--- src/bxrs_pkg.sv ---
// Package for the bounded xorshift random source.
// Holds request codes, generator shift constants and the byte stream response type.
// Depends on nothing; used by bxrs_gen and bounded_xorshift_random_source.
`timescale 1ns / 1ps

package bxrs_pkg;

  localparam int WORD_W = 64;
  localparam int BYTE_W = 8;
  localparam int REQ_W  = 3;
  localparam int LEFT_W = 4;
  localparam int IDX_W  = 3;

  localparam logic [REQ_W-1:0] REQ_U8   = 3'd0;
  localparam logic [REQ_W-1:0] REQ_U16  = 3'd1;
  localparam logic [REQ_W-1:0] REQ_U32  = 3'd2;
  localparam logic [REQ_W-1:0] REQ_U64  = 3'd3;
  localparam logic [REQ_W-1:0] REQ_BOOL = 3'd4;
  localparam logic [REQ_W-1:0] REQ_BND  = 3'd5;

  localparam int SHIFT_A = 13;
  localparam int SHIFT_B = 7;
  localparam int SHIFT_C = 17;

  localparam logic [BYTE_W-1:0] BOOL_MASK = 8'h80;

  localparam logic [WORD_W-1:0] SEED_RESET = 64'd1;
  localparam logic [LEFT_W-1:0] BYTES_PER_WORD = 4'd8;

  localparam logic [IDX_W-1:0] LAST_1 = 3'd0;
  localparam logic [IDX_W-1:0] LAST_2 = 3'd1;
  localparam logic [IDX_W-1:0] LAST_4 = 3'd3;
  localparam logic [IDX_W-1:0] LAST_8 = 3'd7;

  typedef struct packed {
    logic              vld;
    logic [BYTE_W-1:0] data;
  } byte_rsp_t;

endpackage

--- src/bxrs_gen.sv ---
// Byte stream source: xorshift64 generator, held word and byte count.
// A refill runs one shared xor-shift unit through the A, B and C shifts in turn.
// Depends on bxrs_pkg.
`timescale 1ns / 1ps

module bxrs_gen (
  input  logic                         clk,
  input  logic                         rst_n,
  input  logic                         seed_we,
  input  logic [bxrs_pkg::WORD_W-1:0]  seed_val,
  input  logic                         byte_req,
  output bxrs_pkg::byte_rsp_t          rsp
);

  typedef enum logic [1:0] {
    ST_IDLE,
    ST_B,
    ST_C
  } gen_state_t;

  gen_state_t                        state_r;
  logic [bxrs_pkg::WORD_W-1:0]       gen_r;
  logic [bxrs_pkg::WORD_W-1:0]       held_r;
  logic [bxrs_pkg::WORD_W-1:0]       work_r;
  logic [bxrs_pkg::LEFT_W-1:0]       left_r;

  logic [bxrs_pkg::WORD_W-1:0]       op;
  logic [bxrs_pkg::WORD_W-1:0]       shifted;
  logic [bxrs_pkg::WORD_W-1:0]       xs_res;
  logic                              have_byte;

  assign have_byte = (left_r != '0);
  assign op        = (state_r == ST_IDLE) ? gen_r : work_r;

  always_comb begin
    unique case (state_r)
      ST_IDLE: shifted = op << bxrs_pkg::SHIFT_A;
      ST_B:    shifted = op >> bxrs_pkg::SHIFT_B;
      ST_C:    shifted = op << bxrs_pkg::SHIFT_C;
      default: shifted = '0;
    endcase
  end

  assign xs_res   = op ^ shifted;
  assign rsp.vld  = have_byte;
  assign rsp.data = held_r[bxrs_pkg::BYTE_W-1:0];

  always_ff @(posedge clk) begin
    if (!rst_n) begin
      state_r <= ST_IDLE;
      gen_r   <= bxrs_pkg::SEED_RESET;
      left_r  <= '0;
    end else if (seed_we) begin
      state_r <= ST_IDLE;
      gen_r   <= seed_val;
      left_r  <= '0;
    end else begin
      unique case (state_r)
        ST_IDLE: begin
          if (byte_req && have_byte) begin
            held_r <= held_r >> bxrs_pkg::BYTE_W;
            left_r <= left_r - 1'b1;
          end else if (byte_req) begin
            work_r  <= xs_res;
            state_r <= ST_B;
          end
        end
        ST_B: begin
          work_r  <= xs_res;
          state_r <= ST_C;
        end
        ST_C: begin
          gen_r   <= xs_res;
          held_r  <= xs_res;
          left_r  <= bxrs_pkg::BYTES_PER_WORD;
          state_r <= ST_IDLE;
        end
        default: state_r <= ST_IDLE;
      endcase
    end
  end

endmodule

--- src/bounded_xorshift_random_source.sv ---
// Bounded xorshift random source: one request at a time, assembled byte by byte.
// Path from input to out_valid: the draw state takes each byte, waiting on generator refills,
// then the finish state writes the result register; a bounded draw repeats its bytes for every
// rejected candidate. The next request is accepted only after the finish state has written the
// last result, which waits while the result register stays full.
// Reset (synchronous, rst_n low): generator state 1, no held bytes, idle, no result.
`timescale 1ns / 1ps

module bounded_xorshift_random_source (
  input  logic                            clk,
  input  logic                            rst_n,
  input  logic                            cfg_valid,
  output logic                            cfg_ready,
  input  logic [bxrs_pkg::WORD_W-1:0]     cfg_seed,
  input  logic                            in_valid,
  output logic                            in_ready,
  input  logic [bxrs_pkg::REQ_W-1:0]      in_req_type,
  input  logic [bxrs_pkg::WORD_W-1:0]     in_bound,
  output logic                            out_valid,
  input  logic                            out_ready,
  output logic [bxrs_pkg::WORD_W-1:0]     out_value,
  output logic                            out_bad_bound
);

  typedef enum logic [1:0] {
    ST_IDLE,
    ST_DRAW,
    ST_FIN
  } top_state_t;

  typedef enum logic [1:0] {
    K_RAW,
    K_BOOL,
    K_BND
  } kind_t;

  top_state_t                        state_r;
  kind_t                             kind_r;
  logic [bxrs_pkg::WORD_W-1:0]       acc_r;
  logic [bxrs_pkg::WORD_W-1:0]       mask_r;
  logic [bxrs_pkg::WORD_W-1:0]       bound_r;
  logic [bxrs_pkg::IDX_W-1:0]        idx_r;
  logic [bxrs_pkg::IDX_W-1:0]        last_r;
  logic                              bad_r;
  logic                              out_valid_r;
  logic [bxrs_pkg::WORD_W-1:0]       out_value_r;
  logic                              out_bad_r;

  bxrs_pkg::byte_rsp_t               rsp;
  logic                              byte_req;
  logic                              seed_we;
  logic [bxrs_pkg::WORD_W-1:0]       smear;
  logic [bxrs_pkg::IDX_W-1:0]        bnd_last;
  logic [bxrs_pkg::WORD_W-1:0]       acc_nxt;
  logic [bxrs_pkg::WORD_W-1:0]       masked;
  logic                              slot_free;

  assign cfg_ready = 1'b1;
  assign seed_we   = cfg_valid && cfg_ready;
  assign in_ready  = (state_r == ST_IDLE);
  assign byte_req  = (state_r == ST_DRAW);
  assign slot_free = !out_valid_r || out_ready;

  assign out_valid     = out_valid_r;
  assign out_value     = out_value_r;
  assign out_bad_bound = out_bad_r;

  bxrs_gen u_gen (
    .clk      (clk),
    .rst_n    (rst_n),
    .seed_we  (seed_we),
    .seed_val (cfg_seed),
    .byte_req (byte_req),
    .rsp      (rsp)
  );

  always_comb begin
    smear = in_bound;
    smear = smear | (smear >> 32);
    smear = smear | (smear >> 16);
    smear = smear | (smear >> 8);
    smear = smear | (smear >> 4);
    smear = smear | (smear >> 2);
    smear = smear | (smear >> 1);
  end

  always_comb begin
    priority if (in_bound <= 64'h0000_0000_0000_00FF) begin
      bnd_last = bxrs_pkg::LAST_1;
    end else if (in_bound < 64'h0000_0000_0000_FFFF) begin
      bnd_last = bxrs_pkg::LAST_2;
    end else if (in_bound < 64'h0000_0000_FFFF_FFFF) begin
      bnd_last = bxrs_pkg::LAST_4;
    end else begin
      bnd_last = bxrs_pkg::LAST_8;
    end
  end

  always_comb begin
    acc_nxt = acc_r;
    acc_nxt[{idx_r, 3'b000} +: bxrs_pkg::BYTE_W] = rsp.data;
  end

  assign masked = acc_nxt & mask_r;

  always_ff @(posedge clk) begin
    if (!rst_n) begin
      state_r     <= ST_IDLE;
      out_valid_r <= 1'b0;
    end else begin
      if (out_valid_r && out_ready && state_r != ST_FIN) begin
        out_valid_r <= 1'b0;
      end
      unique case (state_r)
        ST_IDLE: begin
          if (in_valid) begin
            acc_r   <= '0;
            idx_r   <= '0;
            mask_r  <= smear;
            bound_r <= in_bound;
            unique case (in_req_type)
              bxrs_pkg::REQ_U8: begin
                kind_r  <= K_RAW;
                last_r  <= bxrs_pkg::LAST_1;
                bad_r   <= 1'b0;
                state_r <= ST_DRAW;
              end
              bxrs_pkg::REQ_U16: begin
                kind_r  <= K_RAW;
                last_r  <= bxrs_pkg::LAST_2;
                bad_r   <= 1'b0;
                state_r <= ST_DRAW;
              end
              bxrs_pkg::REQ_U32: begin
                kind_r  <= K_RAW;
                last_r  <= bxrs_pkg::LAST_4;
                bad_r   <= 1'b0;
                state_r <= ST_DRAW;
              end
              bxrs_pkg::REQ_U64: begin
                kind_r  <= K_RAW;
                last_r  <= bxrs_pkg::LAST_8;
                bad_r   <= 1'b0;
                state_r <= ST_DRAW;
              end
              bxrs_pkg::REQ_BOOL: begin
                kind_r  <= K_BOOL;
                last_r  <= bxrs_pkg::LAST_1;
                bad_r   <= 1'b0;
                state_r <= ST_DRAW;
              end
              bxrs_pkg::REQ_BND: begin
                kind_r  <= K_BND;
                last_r  <= bnd_last;
                bad_r   <= (in_bound == '0);
                state_r <= (in_bound == '0) ? ST_FIN : ST_DRAW;
              end
              default: begin
                kind_r  <= K_RAW;
                last_r  <= bxrs_pkg::LAST_1;
                bad_r   <= 1'b0;
                state_r <= ST_FIN;
              end
            endcase
          end
        end
        ST_DRAW: begin
          if (rsp.vld) begin
            if (idx_r != last_r) begin
              acc_r <= acc_nxt;
              idx_r <= idx_r + 1'b1;
            end else begin
              unique case (kind_r)
                K_BOOL: begin
                  acc_r   <= {{(bxrs_pkg::WORD_W-1){1'b0}},
                              ((rsp.data & bxrs_pkg::BOOL_MASK) == '0)};
                  state_r <= ST_FIN;
                end
                K_BND: begin
                  if (masked < bound_r) begin
                    acc_r   <= masked;
                    state_r <= ST_FIN;
                  end else begin
                    acc_r <= '0;
                    idx_r <= '0;
                  end
                end
                default: begin
                  acc_r   <= acc_nxt;
                  state_r <= ST_FIN;
                end
              endcase
            end
          end
        end
        ST_FIN: begin
          if (slot_free) begin
            out_valid_r <= 1'b1;
            out_value_r <= acc_r;
            out_bad_r   <= bad_r;
            state_r     <= ST_IDLE;
          end
        end
        default: state_r <= ST_IDLE;
      endcase
    end
  end

`ifndef SYNTH
  a_bad_zero: assert property (@(posedge clk) disable iff (!rst_n)
    out_valid && out_bad_bound |-> out_value == '0)
    else $error("bad bound result carries a nonzero value");

  a_bnd_below: assert property (@(posedge clk) disable iff (!rst_n)
    state_r == ST_FIN && kind_r == K_BND && !bad_r |-> acc_r < bound_r)
    else $error("bounded draw finished at or above its bound");

  a_zero_bound: assert property (@(posedge clk) disable iff (!rst_n)
    in_valid && in_ready && in_req_type == bxrs_pkg::REQ_BND && in_bound == '0
    |=> state_r == ST_FIN && bad_r)
    else $error("zero bound did not go straight to the result");
`endif

endmodule
--- config.mk ---
export PLATFORM = sky130hd
export DESIGN_NAME = bounded_xorshift_random_source
export DESIGN_NICKNAME = d
export VERILOG_FILES = /design/src/bxrs_pkg.sv /design/src/bxrs_gen.sv /design/src/bounded_xorshift_random_source.sv
export SDC_FILE = /design/constraint.sdc
export NUM_CORES = 1
export LEC_CHECK = 0
export ABC_AREA = 1
export BUFFER_PORTS_ARGS = -buffer_cell sky130_fd_sc_hd__buf_4
export CORE_MARGIN = 5
export CORE_UTILIZATION = 49
export CTS_BUF_LIST = sky130_fd_sc_hd__clkbuf_4 sky130_fd_sc_hd__clkbuf_8 sky130_fd_sc_hd__clkbuf_16
export DETAILED_ROUTE_END_ITERATION = 8
export GPL_ROUTABILITY_DRIVEN = 0
export PLACE_DENSITY_LB_ADDON = 0.1
export SYNTH_ARGS = -nofsm -noshare
export SYNTH_HDL_FRONTEND = slang
export SYNTH_SLANG_ARGS = --single-unit
--- constraint.sdc ---
create_clock -name clk -period 9.3 [get_ports clk]
set_clock_uncertainty 0.15 [all_clocks]
set_input_delay 1.86 -clock clk [delete_from_list [all_inputs] [get_ports clk]]
set_output_delay 1.86 -clock clk [all_outputs]
set_load 0.03 [all_outputs]
==> Word level (Yosys, flattened, before mapping) <==
Cells that the tools add are included.
{ "classes": {"n_addsub": 3, "order_cmp": 4, "eq_ne": 23, "n_div": 0, "n_reduce_logical": 26, "shifts": 2, "multipliers": 0, "n_bitwise": 10, "muxes": 44} }
{ "ops": {"columns": ["op", "count"], "rows": [
  ["$mux W64", 10],
  ["$pmux W64 S2", 4],
  ["$pmux W64 S3", 1],
  ["$and A64 B64 Y64", 1],
  ["$bwmux W64", 1],
  ["$le A64 B8 Y1 const B", 1],
  ["$logic_not A64 Y1", 1],
  ["$lt A64 B16 Y1 const B", 1],
  ["$lt A64 B32 Y1 const B", 1],
  ["$lt A64 B64 Y1", 1],
  ["$or A64 B32 Y64", 1],
  ["$or A64 B48 Y64", 1],
  ["$or A64 B56 Y64", 1],
  ["$or A64 B60 Y64", 1],
  ["$or A64 B62 Y64", 1],
  ["$or A64 B63 Y64", 1],
  ["$shift A8 B8 Y64 const A", 1],
  ["$shiftx A8 B8 Y64", 1],
  ["$xor A64 B64 Y64", 1],
  ["$mux W3", 8],
  ["$mux W2", 9],
  ["$ne A2 B2 Y1 const B", 7],
  ["$pmux W2 S2", 3],
  ["$pmux W3 S4", 1],
  ["other kinds (32)", 53]
]} }
{ "word_totals": {"ram_bits": 0, "rom_bits": 0, "latch_bits": 0, "ff_bits": 467, "inputBits": 136, "word_cells": 128, "memories": 0, "out_inout_bits": 68} }

==> Longest topological paths before layout <==
{ "logic_depth": {"ltp_word": 10, "depth_mapped": 27, "ltp_nobuf": 26} }

==> By module <==
From an unflattened synthesis, not the netlist that was laid out.
{ "hier_totals": {"hier_cells": 2757, "area_unflattened_um2": 24434.7} }
{ "by_module_without_submodules": {"columns": ["mod", "area_per_inst_um2", "cells_per_inst", "n_inst", "seq_area_each_um2"], "rows": [
  ["bounded_xorshift_random_source", 13665.6, 1369, 1, 8017.7],
  ["bxrs_gen", 10769.1, 1388, 1, 5245.0]
]} }

==> Worst setup path after synthesis <==
OpenSTA, ideal clock, no wires.
{ "synth_path": {"path_type": "input to register", "start": "in rst_n", "end": "reg out_bad_r (netlist: out_bad_bound) (enable)", "path_stages": 2, "t_arrival_ps": 8084, "setup_ps": 649, "path_buffers": 0, "slack_ps": 417, "cell_sequence": "inv_1 -> nor4_1"} }
{ "synth_via": {"elab_chain_cells": 1} }
{ "synth_rtl": {"columns": ["element", "line", "source"], "rows": [
  ["start: declaration", "bounded_xorshift_random_source.sv:11", "input logic rst_n,"],
  ["$reduce_and A3 Y1 (no line)", null, null],
  ["end signal: assignment", "bounded_xorshift_random_source.sv:200", "out_bad_r <= bad_r;"],
  ["end: declaration", "bounded_xorshift_random_source.sv:47", "logic out_bad_r;"]
]} }
No other way between the ends.
A chain may end at the register's enable or synchronous reset.

==> Worst setup path after layout <==
{ "layout_path": {"start": "reg idx_r[0] (netlist bit)", "end": "reg acc_r[1] (netlist bit), data pin"} }
{ "layout_via": {"elab_chain_cells": 10, "word_cells_on_any_way": 12} }
{ "layout_rtl": {"columns": ["element", "line", "source"], "rows": [
  ["start: declaration", "bounded_xorshift_random_source.sv:42", "logic [bxrs_pkg::IDX_W-1:0] idx_r;"],
  ["start signal: assignment", "bounded_xorshift_random_source.sv:171", "idx_r <= idx_r + 1'b1;"],
  ["$neg A6 Y8", "bounded_xorshift_random_source.sv:101", "acc_nxt[{idx_r, 3'b000} +: bxrs_pkg::BYTE_W] = rsp.data;"],
  ["$shiftx A8 B8 Y64 or $shift A8 B8 Y64 (tied branches)", "bounded_xorshift_random_source.sv:101", null],
  ["$bwmux W64", "bounded_xorshift_random_source.sv:101", null],
  ["$and A64 B64 Y64", "bounded_xorshift_random_source.sv:104", "assign masked = acc_nxt & mask_r;"],
  ["$lt A64 B64 Y1", "bounded_xorshift_random_source.sv:180", "if (masked < bound_r) begin"],
  ["$mux W64", "bounded_xorshift_random_source.sv:180", null],
  ["$pmux W64 S2", "bounded_xorshift_random_source.sv:173", "unique case (kind_r)"],
  ["$mux W64 (*)", "bounded_xorshift_random_source.sv:169", "if (idx_r != last_r) begin"],
  ["$mux W64 (*)", "bounded_xorshift_random_source.sv:168", "if (rsp.vld) begin"],
  ["$pmux W64 S2 (*)", "bounded_xorshift_random_source.sv:114", "unique case (state_r)"],
  ["end signal: assignment", "bounded_xorshift_random_source.sv:170", "acc_r <= acc_nxt;"],
  ["end signal: assignment", "bounded_xorshift_random_source.sv:175", "acc_r <= {{(bxrs_pkg::WORD_W-1){1'b0}},"],
  ["end signal: assignment", "bounded_xorshift_random_source.sv:181", "acc_r <= masked;"],
  ["end: declaration", "bounded_xorshift_random_source.sv:39", "logic [bxrs_pkg::WORD_W-1:0] acc_r;"]
]} }
Every way passes the cells marked *; elsewhere a longest branch is shown, timed or not. The select of a mux whose other input is x is not followed.

==> metrics <==
initial DRC count=around 1600; largest net degree at the start of global routing=between 80 and 90; Post-CTS Setup Bufs=0; HP Start=bad_r; die area=slightly above 50000 sq um; CTS H-tree depth=2; Max Root-Sink Buffers=3; yosys warns=0; max incr delay on CP=between 0.6 and 0.7 ns; RSZ-0062 raised after global routing=no; reg2reg start=idx_r[0]; relative slew slack=between 10% and 20%; count leader, synth=nand2_1; Synth Register Bits=466; Hold Vio Cnt, Final=0; Hold EP=out_bad_bound; Critical path buffers and inverters=2; final core utilization=a little under three fifths; Placed Cells=3039; initial antenna violation count=2; GRT Total Usage=roughly a quarter; fin. max-slew vios=0; vias in the first global route=about 18000; R2R setup slack=between 4 and 5 ns; Synth Instances=2304; leakage power=~10 nW; root buf cell=clkbuf_16; result of the run=completed; Clock Sinks=about 470; Overflow after GRT=0; Detailed Place HPWL=just under 50000 microns; clk_lat worst skew=0.60 ns; Critical Path AT=5.46 ns; Worst Reg2Reg Path Length in Cells=20; IO Port Bufs=202; sequential-to-total area share from yosys stat=~57%; layout cells sized above 1=about a fifth; Synth async-reset ratio=0%; most frequent cells after synthesis=nand2_1, edfxtp_1, inv_1; core area=~47000 sq um; CTS tree=built; Fillers=4098; most used cell, CP=nor2_1; # DRC=0; critical path, cell by cell=inv_2, ha_1, ha_1, nor2_1, nand4_1, o21ai_0, and2_1, ha_1, a21oi_1, nor2_1, a211oi_1, o221a_2, nor2_1, nor2_1, nand2_1, nand2_1, nand2_4, inv_8, nand3_1, a21oi_1; syn avg cell area=between 10 and 15 sq um; Die Wd=228 microns; top cell family by delay on the critical path=simple AND/OR/NAND/NOR gates; CTS Hold Buffers Added=0; number of synthesized flops with an enable pin=~390; Hold WC Path Type=reg -> reg; Starting Density=49.7%; pwr dens=246 nW/um^2; Startpoint Class=flop; FF-to-FF End=acc_r[1]; total number of vias=17600; Rows=79; wire length per cell=approximately 22 microns; min Tclk post-route=between 5 and 6 ns; Slowest cell on crit path=edfxtp_1; CP Class=reg -> reg; Detailed Routing Iterations Pass 1=7; # IOs=slightly above 200; Synth top area share=50.9%; crit path max fanout=64; Worst Path Required=9.56 ns; Routed Wire Length=68300 microns; TritonCTS Buffers=50; first-pass GRT wire length=between 100000 and 150000 microns; Die Ht=~230 microns; VDD IR-drop max=between 0.15 and 0.2 mV; setup TNS=0 ns; Detail Route Antenna Nets=0; synthesized cell area=23200 sq um; Least-Margin Pin Slew=between 1 and 1.5 ns; synth unique cells=approximately 50; clock-pin slew on the worst setup and hold paths=roughly 0.06 ns; synth top area cells=edfxtp_1, nand2_1, dfxtp_1; Area Overhead vs Synth=15.6%; number of vias per cell=roughly 5.6; dominant cell type by area after synthesis=edfxtp_1; Primary FF master, synth=edfxtp_1; Critical Path Sink Type=flop; final setup fails=0; Post-CTS Resized=0; period utilisation layout=55.9%; Crit path depth=20; Mapped Nets=approximately 2500; worst hold slack=0.279 ns; Max Fclk=~190 MHz; Non-Filler Instances=between 3000 and 4000; Max Cap Viol=0; nets@finish=2690; hold path cells=0
-- stage by stage --
step                      worst slack, ns  area, sq um  power (mW)
after global routing                 3.63        26800        6.91
after detailed placement             3.88        25200        4.65
after global placement               3.98        25200        4.61
after CTS                            4.13        26800        6.61
final                                4.10        26800        6.59
after floorplan                     0.417        23200        4.14
-- cell type report --
cell class | count | area [sq um] | area share (%)
clock buffers | 66 | 1430 | 5.34
clock inverters | 24 | 169 | 0.630
well taps | 607 | 759 | 2.83
repair buffers | 221 | 1660 | 6.19
diodes | 2 | 5.00 | 0.0187
multi-input cells | 1511 | 8620 | 32.2
inverters | 234 | 886 | 3.31
flip-flops and latches | 466 | 13300 | 49.5
-- cell usage in the layout (no fill, tap or decap), types with 13 or more instances in the layout --
master and n:
ha_1 70, nand3_1 91, nand3_2 62, o221ai_1 24
inv_1 215, xor2_1 28, o21ai_0 113, o211ai_1 39
a21oi_2 64, a21oi_1 70, and2_1 45, nand2_1 561
nor3_1 13, dfxtp_1 73, edfxtp_1 393, xnor2_1 40
inv_2 18, buf_4 221, or2_2 17, nand4_1 31
clkbuf_16 52, nor2_1 137
-- where the power goes --
| part | switching (mW) | leakage (nW) | internal, mW |
|---|---|---|---|
| sequential | 0.127 | 4.03 | 2.62 |
| combinational | 1.28 | 5.48 | 0.593 |
| clock | 0.833 | 0.806 | 1.13 |
-- worst max path at each step --
stage,start,end,slack [ns]
6_report,idx_r[0],acc_r[1],4.10
5_1_grt,idx_r[0],acc_r[1],3.63
4_1_cts,idx_r[0],acc_r[2],4.13
3_5_place_dp,rst_n,u_gen.work_r[1],3.88
3_3_place_gp,rst_n,u_gen.work_r[14],3.98
2_1_floorplan,rst_n,out_bad_bound,0.42
-- per-layer routing --
metal  global-route usage (%)  part of all wire (%)  vias to the layer above
met4                     12.6                   5.2                        0
met5                        0                     0                        -
met2                     43.4                    48                      710
met3                     3.34                   6.5                      173
li1                         -                     -                     8277
met1                     33.5                    40                     8426
-- state kept, by name, summed over array words and instances, names as in the netlist --
| register | cells |
|---|---|
| u_gen.left_r | 4 |
| u_gen.state_r | 2 |
| state_r | 2 |
| u_gen.gen_r | 64 |
| acc_r | 64 |
| u_gen.work_r | 64 |
| out_value | 64 |
| u_gen.held_r | 64 |
| out_bad_bound | 1 |
| kind_r | 2 |
| bound_r | 63 |
| idx_r | 3 |
| last_r | 3 |
| bad_r | 1 |
| out_valid | 1 |
| mask_r | 64 |
-- worst register-to-register path, delay by kind of cell (launching register included) --
family,cells,cell delay [ns]
buf+inv,2,0.56
fa+ha+maj,3,0.74
compound gates,5,1.19
simple gates,10,1.73
flops,1,0.65
-- cell families (layout without fill, tap and decap cells) --
group                    count (synthesis)  in the layout  synth area share, %
other                                    1              3               0.0162
flip-flops                             466            466                 57.2
AO/OA/AOI/OAI                          364            364                 10.3
AND/OR/NAND/NOR                       1008           1008                 20.3
buffers and inverters                  327            545                 5.88
XOR/XNOR                                68             68                 2.57
adder cells (fa/ha/maj)                 70             70                 3.78
Power figures use the tool's default switching activity.
